File: src/hw/rtl/pcc_pkg.sv
// Shared types and constants for the PI current controller with PWM output.
`timescale 1ns / 1ps

package pcc_pkg;

    // Field widths
    localparam int CUR_W      = 16;
    localparam int DUTY_FRAC  = 15;
    localparam int DUTY_W     = DUTY_FRAC + 1;
    localparam int GAIN_FRAC  = 24;
    localparam int GAIN_W     = 20;
    localparam int LIMIT_W    = 17;
    localparam int PERIOD_W   = 16;
    localparam int INTEG_W    = 18;
    localparam int ERR_W      = CUR_W + 1;
    localparam int DUTY_SHIFT = GAIN_FRAC - DUTY_FRAC;

    // Shared multiplier operand and product widths
    localparam int MUL_A_W = GAIN_W + 1;
    localparam int MUL_B_W = INTEG_W;
    localparam int PROD_W  = MUL_A_W + MUL_B_W;

    // Duty saturation bounds
    localparam logic signed [DUTY_W-1:0] DUTY_MAX = DUTY_W'((1 << DUTY_FRAC) - 1);
    localparam logic signed [DUTY_W-1:0] DUTY_NEG_FULL = {1'b1, {DUTY_FRAC{1'b0}}};

    // Configuration port
    localparam int CFG_IDX_W  = 3;
    localparam int CFG_DATA_W = 20;

    localparam logic [CFG_IDX_W-1:0] REG_TARGET   = 3'd0;
    localparam logic [CFG_IDX_W-1:0] REG_OL_DUTY  = 3'd1;
    localparam logic [CFG_IDX_W-1:0] REG_PROP     = 3'd2;
    localparam logic [CFG_IDX_W-1:0] REG_INTEG    = 3'd3;
    localparam logic [CFG_IDX_W-1:0] REG_LIMIT    = 3'd4;
    localparam logic [CFG_IDX_W-1:0] REG_PERIOD   = 3'd5;

    // Control modes carried in the input tuser
    typedef enum logic [1:0] {
        MODE_IDLE = 2'd0,
        MODE_OPEN = 2'd1,
        MODE_HOLD = 2'd2,
        MODE_TEST = 2'd3
    } t_mode;

    // Classified command between the front end and the back end
    typedef struct packed {
        logic                     is_pi;
        logic signed [ERR_W-1:0]  err;
        logic signed [DUTY_W-1:0] duty;
    } t_cmd;

    // Loop settings used by the back end
    typedef struct packed {
        logic [GAIN_W-1:0]   prop_gain;
        logic [GAIN_W-1:0]   integ_gain;
        logic [LIMIT_W-1:0]  integ_limit;
        logic [PERIOD_W-1:0] pwm_period;
    } t_cfg;

endpackage

File: src/hw/rtl/pcc_front.sv
// Front end: accepts control ticks and turns them into loop commands.
`timescale 1ns / 1ps

module pcc_front import pcc_pkg::*; (
    input  logic                     i_clk,
    input  logic                     i_rst_n,
    input  logic                     i_valid,
    output logic                     o_ready,
    input  logic [1:0]               i_mode,
    input  logic signed [CUR_W-1:0]  i_meas,
    input  logic signed [CUR_W-1:0]  i_test_target,
    input  logic signed [CUR_W-1:0]  i_target_current,
    input  logic signed [DUTY_W-1:0] i_open_loop_duty,
    input  logic                     i_full,
    output logic                     o_push,
    output t_cmd                     o_cmd
);

    t_mode                   w_mode;
    logic signed [CUR_W-1:0] w_tgt;

    // Take a tick whenever the queue has room
    assign o_ready = !i_full;
    assign o_push  = i_valid && !i_full;
    assign w_mode  = t_mode'(i_mode);

    // Classify the tick: PI error for closed-loop modes, direct duty otherwise
    always_comb begin
        w_tgt = i_target_current;
        o_cmd = '0;
        unique case (w_mode)
            MODE_IDLE: begin
                o_cmd.duty = '0;
            end
            MODE_OPEN: begin
                o_cmd.duty = (i_open_loop_duty == DUTY_NEG_FULL) ? -DUTY_MAX
                                                                 : i_open_loop_duty;
            end
            MODE_HOLD, MODE_TEST: begin
                if (w_mode == MODE_TEST) begin
                    w_tgt = i_test_target;
                end
                o_cmd.is_pi = 1'b1;
                o_cmd.err   = {w_tgt[CUR_W-1], w_tgt} - {i_meas[CUR_W-1], i_meas};
            end
            default: begin
                o_cmd = '0;
            end
        endcase
    end

`ifndef SYNTHESIS
    a_push_needs_room: assert property (@(posedge i_clk) disable iff (!i_rst_n)
        o_push |-> (o_ready && i_valid))
        else $error("front pushed without room");
`endif

endmodule

File: src/hw/rtl/pcc_fifo.sv
// Two-entry command queue between the front end and the back end.
`timescale 1ns / 1ps

module pcc_fifo import pcc_pkg::*; (
    input  logic i_clk,
    input  logic i_rst_n,
    input  logic i_push,
    input  t_cmd i_data,
    output logic o_full,
    input  logic i_pop,
    output logic o_valid,
    output t_cmd o_data
);

    t_cmd       r_mem [2];
    logic       r_wr_ptr;
    logic       r_rd_ptr;
    logic [1:0] r_count;

    assign o_full  = (r_count == 2'd2);
    assign o_valid = (r_count != 2'd0);
    assign o_data  = r_mem[r_rd_ptr];

    // Store pushed commands
    always_ff @(posedge i_clk) begin
        if (i_push) begin
            r_mem[r_wr_ptr] <= i_data;
        end
    end

    // Advance pointers and occupancy
    always_ff @(posedge i_clk) begin
        if (!i_rst_n) begin
            r_wr_ptr <= 1'b0;
            r_rd_ptr <= 1'b0;
            r_count  <= 2'd0;
        end else begin
            if (i_push) begin
                r_wr_ptr <= !r_wr_ptr;
            end
            if (i_pop) begin
                r_rd_ptr <= !r_rd_ptr;
            end
            case ({i_push, i_pop})
                2'b10:   r_count <= r_count + 2'd1;
                2'b01:   r_count <= r_count - 2'd1;
                default: r_count <= r_count;
            endcase
        end
    end

endmodule

File: src/hw/rtl/pcc_back.sv
// Back end: PI arithmetic on a shared multiplier and the registered result.
`timescale 1ns / 1ps

module pcc_back import pcc_pkg::*; (
    input  logic                     i_clk,
    input  logic                     i_rst_n,
    input  t_cfg                     i_cfg,
    input  logic                     i_cmd_valid,
    input  t_cmd                     i_cmd,
    output logic                     o_pop,
    output logic                     o_valid,
    input  logic                     i_ready,
    output logic [PERIOD_W-1:0]      o_cmp,
    output logic                     o_dir,
    output logic signed [DUTY_W-1:0] o_duty
);

    typedef enum logic [1:0] {
        S_IDLE,
        S_INTP,
        S_SUM,
        S_CMP
    } t_state;

    t_state                     r_state, n_state;
    logic signed [INTEG_W-1:0]  r_integ, n_integ;
    logic signed [PROD_W-1:0]   r_prod_p, n_prod_p;
    logic signed [PROD_W-1:0]   r_prod_i, n_prod_i;
    logic signed [DUTY_W-1:0]   r_duty, n_duty;
    logic                       r_out_valid, n_out_valid;
    logic [PERIOD_W-1:0]        r_cmp, n_cmp;
    logic                       r_dir, n_dir;
    logic signed [DUTY_W-1:0]   r_duty_out, n_duty_out;

    logic signed [MUL_A_W-1:0]  w_mul_a;
    logic signed [MUL_B_W-1:0]  w_mul_b;
    logic signed [PROD_W-1:0]   w_prod;
    logic [DUTY_W-1:0]          w_mag;
    logic signed [INTEG_W:0]    w_isum;
    logic signed [INTEG_W:0]    w_lim;
    logic signed [INTEG_W-1:0]  w_integ_sat;
    logic signed [PROD_W-1:0]   w_acc;
    logic signed [PROD_W-1:0]   w_acc_sh;
    logic signed [DUTY_W-1:0]   w_duty_sat;

    // Magnitude of the duty, which never reaches negative full scale
    assign w_mag = r_duty[DUTY_W-1] ? DUTY_W'(-r_duty) : r_duty;

    // Select operands of the shared multiplier by step
    always_comb begin
        unique case (r_state)
            S_IDLE: begin
                w_mul_a = {1'b0, i_cfg.prop_gain};
                w_mul_b = MUL_B_W'(i_cmd.err);
            end
            S_INTP: begin
                w_mul_a = {1'b0, i_cfg.integ_gain};
                w_mul_b = r_integ;
            end
            S_CMP: begin
                w_mul_a = {{(MUL_A_W-PERIOD_W){1'b0}}, i_cfg.pwm_period};
                w_mul_b = {{(MUL_B_W-DUTY_FRAC){1'b0}}, w_mag[DUTY_FRAC-1:0]};
            end
            default: begin
                w_mul_a = '0;
                w_mul_b = '0;
            end
        endcase
    end

    assign w_prod = w_mul_a * w_mul_b;

    // Integrate the error and clamp to the symmetric limit
    assign w_isum = {r_integ[INTEG_W-1], r_integ}
                  + (INTEG_W+1)'(i_cmd.err);
    assign w_lim  = {2'b00, i_cfg.integ_limit};

    always_comb begin
        if (w_isum > w_lim) begin
            w_integ_sat = INTEG_W'(w_lim);
        end else if (w_isum < -w_lim) begin
            w_integ_sat = INTEG_W'(-w_lim);
        end else begin
            w_integ_sat = INTEG_W'(w_isum);
        end
    end

    // Sum both terms, floor to duty scale and saturate
    assign w_acc    = r_prod_p + r_prod_i;
    assign w_acc_sh = w_acc >>> DUTY_SHIFT;

    always_comb begin
        if (w_acc_sh > PROD_W'(DUTY_MAX)) begin
            w_duty_sat = DUTY_MAX;
        end else if (w_acc_sh < -PROD_W'(DUTY_MAX)) begin
            w_duty_sat = -DUTY_MAX;
        end else begin
            w_duty_sat = w_acc_sh[DUTY_W-1:0];
        end
    end

    // Sequence one command through the steps
    always_comb begin
        n_state     = r_state;
        n_integ     = r_integ;
        n_prod_p    = r_prod_p;
        n_prod_i    = r_prod_i;
        n_duty      = r_duty;
        n_out_valid = r_out_valid;
        n_cmp       = r_cmp;
        n_dir       = r_dir;
        n_duty_out  = r_duty_out;
        o_pop       = 1'b0;

        if (r_out_valid && i_ready) begin
            n_out_valid = 1'b0;
        end

        unique case (r_state)
            S_IDLE: begin
                if (i_cmd_valid) begin
                    o_pop = 1'b1;
                    if (i_cmd.is_pi) begin
                        n_integ  = w_integ_sat;
                        n_prod_p = w_prod;
                        n_state  = S_INTP;
                    end else begin
                        n_duty  = i_cmd.duty;
                        n_state = S_CMP;
                    end
                end
            end
            S_INTP: begin
                n_prod_i = w_prod;
                n_state  = S_SUM;
            end
            S_SUM: begin
                n_duty  = w_duty_sat;
                n_state = S_CMP;
            end
            S_CMP: begin
                if (!r_out_valid || i_ready) begin
                    n_out_valid = 1'b1;
                    n_cmp       = w_prod[DUTY_FRAC +: PERIOD_W];
                    n_dir       = !r_duty[DUTY_W-1];
                    n_duty_out  = r_duty;
                    n_state     = S_IDLE;
                end
            end
            default: begin
                n_state = S_IDLE;
            end
        endcase
    end

    // Hold state, integrator and registered result
    always_ff @(posedge i_clk) begin
        if (!i_rst_n) begin
            r_state     <= S_IDLE;
            r_integ     <= '0;
            r_out_valid <= 1'b0;
        end else begin
            r_state     <= n_state;
            r_integ     <= n_integ;
            r_out_valid <= n_out_valid;
        end
        r_prod_p   <= n_prod_p;
        r_prod_i   <= n_prod_i;
        r_duty     <= n_duty;
        r_cmp      <= n_cmp;
        r_dir      <= n_dir;
        r_duty_out <= n_duty_out;
    end

    assign o_valid = r_out_valid;
    assign o_cmp   = r_cmp;
    assign o_dir   = r_dir;
    assign o_duty  = r_duty_out;

`ifndef SYNTHESIS
    a_duty_in_range: assert property (@(posedge i_clk) disable iff (!i_rst_n)
        (r_state == S_CMP) |-> (r_duty != DUTY_NEG_FULL))
        else $error("duty reached negative full scale");
    a_valid_from_cmp: assert property (@(posedge i_clk) disable iff (!i_rst_n)
        $rose(r_out_valid) |-> $past(r_state == S_CMP))
        else $error("result raised outside the compare step");
    a_dir_matches: assert property (@(posedge i_clk) disable iff (!i_rst_n)
        r_out_valid |-> (r_dir == !r_duty_out[DUTY_W-1]))
        else $error("direction disagrees with duty sign");
    a_zero_cmp: assert property (@(posedge i_clk) disable iff (!i_rst_n)
        (r_out_valid && r_duty_out == '0) |-> (r_cmp == '0))
        else $error("nonzero compare for zero duty");
`endif

endmodule

File: src/hw/rtl/pi_current_controller_pwm_core.sv
// Top level of the PI current controller: settings, front end, queue, back end.
`timescale 1ns / 1ps

// One control tick in, one PWM result out. Idle and open-loop ticks skip the back
// end's integral and sum steps; for hold and test ticks the single shared
// multiplier is used for the proportional product, the integral product and the
// period-times-duty compare, one after the other. A two-entry queue lets the front
// end take ticks while the back end works, and the back end waits in its final
// step only while an untaken result sits in the output register. Settings are
// written through a plain write port; writes to unused indexes are ignored.

module pi_current_controller_pwm_core import pcc_pkg::*; (
    input  logic                  i_clk,
    input  logic                  i_rst_n,
    // Settings write port
    input  logic                  i_cfg_we,
    input  logic [CFG_IDX_W-1:0]  i_cfg_idx,
    input  logic [CFG_DATA_W-1:0] i_cfg_data,
    // Control tick input
    input  logic                  s_axis_tvalid,
    output logic                  s_axis_tready,
    input  logic [31:0]           s_axis_tdata,  // [15:0] sensed_current, [31:16] test_target
    input  logic [1:0]            s_axis_tuser,  // [1:0] mode
    // PWM result output
    output logic                  m_axis_tvalid,
    input  logic                  m_axis_tready,
    output logic [39:0]           m_axis_tdata   // [15:0] compare_value, [16] direction,
                                                 // [32:17] duty_out, [39:33] zero
);

    logic signed [CUR_W-1:0]  r_target_current;
    logic signed [DUTY_W-1:0] r_open_loop_duty;
    t_cfg                     r_cfg;

    logic                     w_push;
    logic                     w_full;
    t_cmd                     w_cmd_in;
    logic                     w_cmd_valid;
    t_cmd                     w_cmd_out;
    logic                     w_pop;
    logic [PERIOD_W-1:0]      w_cmp;
    logic                     w_dir;
    logic signed [DUTY_W-1:0] w_duty;

    // Write settings
    always_ff @(posedge i_clk) begin
        if (!i_rst_n) begin
            r_target_current       <= '0;
            r_open_loop_duty       <= '0;
            r_cfg.prop_gain        <= GAIN_W'(26844);
            r_cfg.integ_gain       <= GAIN_W'(6711);
            r_cfg.integ_limit      <= LIMIT_W'(2000);
            r_cfg.pwm_period       <= PERIOD_W'(1199);
        end else if (i_cfg_we) begin
            unique case (i_cfg_idx)
                REG_TARGET:  r_target_current  <= i_cfg_data[CUR_W-1:0];
                REG_OL_DUTY: r_open_loop_duty  <= i_cfg_data[DUTY_W-1:0];
                REG_PROP:    r_cfg.prop_gain   <= i_cfg_data[GAIN_W-1:0];
                REG_INTEG:   r_cfg.integ_gain  <= i_cfg_data[GAIN_W-1:0];
                REG_LIMIT:   r_cfg.integ_limit <= i_cfg_data[LIMIT_W-1:0];
                REG_PERIOD:  r_cfg.pwm_period  <= i_cfg_data[PERIOD_W-1:0];
                default: begin
                end
            endcase
        end
    end

    pcc_front u_front (
        .i_clk            (i_clk),
        .i_rst_n          (i_rst_n),
        .i_valid          (s_axis_tvalid),
        .o_ready          (s_axis_tready),
        .i_mode           (s_axis_tuser),
        .i_meas           (s_axis_tdata[15:0]),
        .i_test_target    (s_axis_tdata[31:16]),
        .i_target_current (r_target_current),
        .i_open_loop_duty (r_open_loop_duty),
        .i_full           (w_full),
        .o_push           (w_push),
        .o_cmd            (w_cmd_in)
    );

    pcc_fifo u_fifo (
        .i_clk   (i_clk),
        .i_rst_n (i_rst_n),
        .i_push  (w_push),
        .i_data  (w_cmd_in),
        .o_full  (w_full),
        .i_pop   (w_pop),
        .o_valid (w_cmd_valid),
        .o_data  (w_cmd_out)
    );

    pcc_back u_back (
        .i_clk       (i_clk),
        .i_rst_n     (i_rst_n),
        .i_cfg       (r_cfg),
        .i_cmd_valid (w_cmd_valid),
        .i_cmd       (w_cmd_out),
        .o_pop       (w_pop),
        .o_valid     (m_axis_tvalid),
        .i_ready     (m_axis_tready),
        .o_cmp       (w_cmp),
        .o_dir       (w_dir),
        .o_duty      (w_duty)
    );

    // Pack the result
    assign m_axis_tdata = {7'd0, w_duty, w_dir, w_cmp};

endmodule
File: config.mk
export PLATFORM = sky130hd
export DESIGN_NAME = pi_current_controller_pwm_core
export DESIGN_NICKNAME = d
export VERILOG_FILES = /design/src/hw/rtl/pcc_pkg.sv /design/src/hw/rtl/pcc_front.sv /design/src/hw/rtl/pcc_fifo.sv /design/src/hw/rtl/pcc_back.sv /design/src/hw/rtl/pi_current_controller_pwm_core.sv
export SDC_FILE = /design/constraint.sdc
export NUM_CORES = 2
export LEC_CHECK = 0
export ABC_AREA = 0
export BUFFER_PORTS_ARGS = -buffer_cell sky130_fd_sc_hd__buf_2
export CORE_AREA = 5 5 300 302
export CTS_CLUSTER_DIAMETER = 150
export DETAILED_ROUTE_END_ITERATION = 8
export DIE_AREA = 0 0 305 307
export GPL_ROUTABILITY_DRIVEN = 0
export PLACE_DENSITY = 0.57
export SYNTH_ARGS = -nofsm -noshare
export SYNTH_HDL_FRONTEND = slang
export SYNTH_SLANG_ARGS = --single-unit
File: constraint.sdc
create_clock -name i_clk -period 12 [get_ports i_clk]
set_input_delay 0.6 -clock i_clk [delete_from_list [all_inputs] [get_ports i_clk]]
set_output_delay 0.6 -clock i_clk [all_outputs]
set_load 0.005 [all_outputs]
==> metrics <==
Async SR Flop Fraction 0%; Critical R2R Capture u_back.r_prod_p[38]; H-tree levels 2; post-synthesis sequential area ratio approximately 28%; RSZ-0062 raised after global routing no; Worst Path Required ~12 ns; Worst Skew between 0.02 and 0.03 ns; met2 routed WL 41,300 um; CTS Hold Bufs 0; via-per-instance ratio a little over 5; PostCTS Resize Cnt 0; crit path kind reg -> reg; Crit. End Element register; Top cell by count, worst path fa_1; Die X-Extent roughly 310 um; Worst path max stage delay about 0.65 ns; initial core utilization between 30% and 40%; top-count cell post-synth nand2_1; Routed Antenna Nets 0; largest net degree at the start of global routing 95; Cell Area, Synth around 30,000 um^2; die height 307 um; Final Net Count approximately 3.8k; number of flops mapped to enable cells by yosys roughly 200; Gate Count Post-Synth between 3k and 4k; Core ar. 87,400 um^2; most area-hungry cell type in the Yosys netlist edfxtp_1; Setup TNS Final 0 ns; Clk Latency, worst-skew pair between 0.5 and 0.6 ns; final setup vio count 0; Via Count about 23k; Top Metal Used met4; Slew HR roughly 22%; Fin. Hold Viols 0; drt drc 0; Avg Cell Area, Syn 9.33 um^2; Worst Tran Pin Value 1.16 ns; Setup crit end u_back.r_prod_p[38]; clk buf depth 3; vias in the first global route roughly 23k; n_diodes 0; Period minus WS final 9.05 ns; #FFs+latches synth approximately 330; Final Cell Area between 30,000 and 40,000 um^2; crit share post-route about three quarters; Total Routing Usage GR about a fifth; Startpoint Class register; slowest stage cell, crit path nand2_1; worst slack at placement 2.98 ns; clock root cell clkbuf_16; crit path from u_back.r_duty[3]; routed wire length between 90,000 and 100,000 um; layout cell share with drive strength beyond 1 a little under 9%; Netlist cell types 100; Pre-antenna DRT Iters 6; floorplan row count 109; Post-DP Area 31,600 um^2; hold_ws about 0.34 ns; clock sink count around 330; IO Pins ~100; global-route wire length before repair between 100,000 and 150,000 um; final worst slack 2.95 ns; hold wc startpoint i_cfg_data[18]; synth warn 0; Wirelength per Cell around 21 um; # Post-CTS Setup Buffers 0; r2r setup slk 2.95 ns; CP Max Fanout 16; Crit. path cell count 26; IO buf count 96; top-area cell type share of the netlist area between 10% and 20%; clock slew at reported path FFs ~0.070 ns; Post-DP HPWL 71,500 um; WL met1 approximately 41,000 um; R2R cell count 26; CTS tree done; status finished clean; worst hold path type in -> reg; Top delay family on crit path adder cells; Synth-to-Final Area Change 9.24%; critical path arrival 9.31 ns; initial antenna violation count 2; Synth top cells by count nand2_1, inv_1, fa_1, ha_1, nor2_1; worst path bufs/invs 3; synth top area cells edfxtp_1, fa_1, ha_1; launching point of the worst reg2reg path u_back.r_duty[3]; Max-Cap Viols 0; DR WL met3 roughly 6400 um; cts bufs inserted 38; Initial DRC Count roughly 1.8k; Primary FF master, synth edfxtp_1; grt ovf 0; Max Clock Freq 111 MHz; Final Slew Violations 0; Die Footprint 93,600 um^2
-- area by class of cell --
| class | count | area, um^2 |
|---|---|---|
| Fill cell | 8826 | 54600 |
| Multi-Input combinational cell | 2303 | 19300 |
| Sequential cell | 326 | 8480 |
| Inverter | 451 | 1690 |
| Tap cell | 1165 | 1460 |
| Clock buffer | 50 | 1040 |
| Timing Repair Buffer | 120 | 663 |
| Clock inverter | 19 | 214 |
-- sequential cells by signal (all words and copies together) (netlist names), 18 cells and up, named ones only --
register         flops
r_cfg               73
u_back.r_integ      18
u_back.r_prod_i     39
u_back.r_prod_p     39
u_fifo.r_mem        68
-- worst min-delay path: stages --
cell      delay (ns)
buf_2           0.13
nand2_1         0.05
a21boi_0        0.06
-- cells in the final DEF, fill, tap and decap left out, types with 51 or more instances in the layout --
master    netlist  final
dfxtp_1       131    130
edfxtp_1      195    195
a21o_1         51     51
o21ai_0        62     61
buf_2           6     95
inv_1         451    451
ha_1          249    247
fa_1          290    290
nand3_1        51     51
a21oi_1       102    102
a21boi_0       82     82
nor2_1        205    202
xnor2_1        77     77
nand2_1       518    518
-- stage by stage --
step | util, % | instances
floorplan | - | 3227
detailed placement | 36.1 | 4365
finish | 37.5 | 4434
global placement | 36.1 | 4365
CTS | 37.5 | 4434
global route | 37.5 | 4434
-- cells by family (layout without fill, tap and decap cells) --
logic type,after synthesis,count (layout),synth area share (%)
other cells,1,7,0.0125
buf+inv,598,640,7.84
fa+ha+maj,539,539,29.7
simple gates,1050,1050,15.8
compound gates,532,532,12.9
flops,326,326,28.2
xor+xnor,112,112,3.31
mux,63,63,2.23
-- metal layers --
metal | track usage (%) | up-vias
met5 | 0 | -
met4 | 4.73 | 0
met3 | 3.25 | 134
met2 | 31.1 | 815
met1 | 27.2 | 11290
li1 | - | 10752
-- worst min-delay path by stage --
stage	cells past startpoint	to	slack (ns)
4_1_cts	3	r_cfg[51]	0.30
5_1_grt	3	r_cfg[51]	0.33
6_report	3	r_cfg[51]	0.34
3_5_place_dp	2	r_target_current[11]	0.46
2_1_floorplan	2	r_cfg[0]	0.44
3_3_place_gp	2	r_cfg[5]	0.45
Power is not shown: default switching activity piles up to over one toggle a cycle in this logic, so the estimate is an artifact.
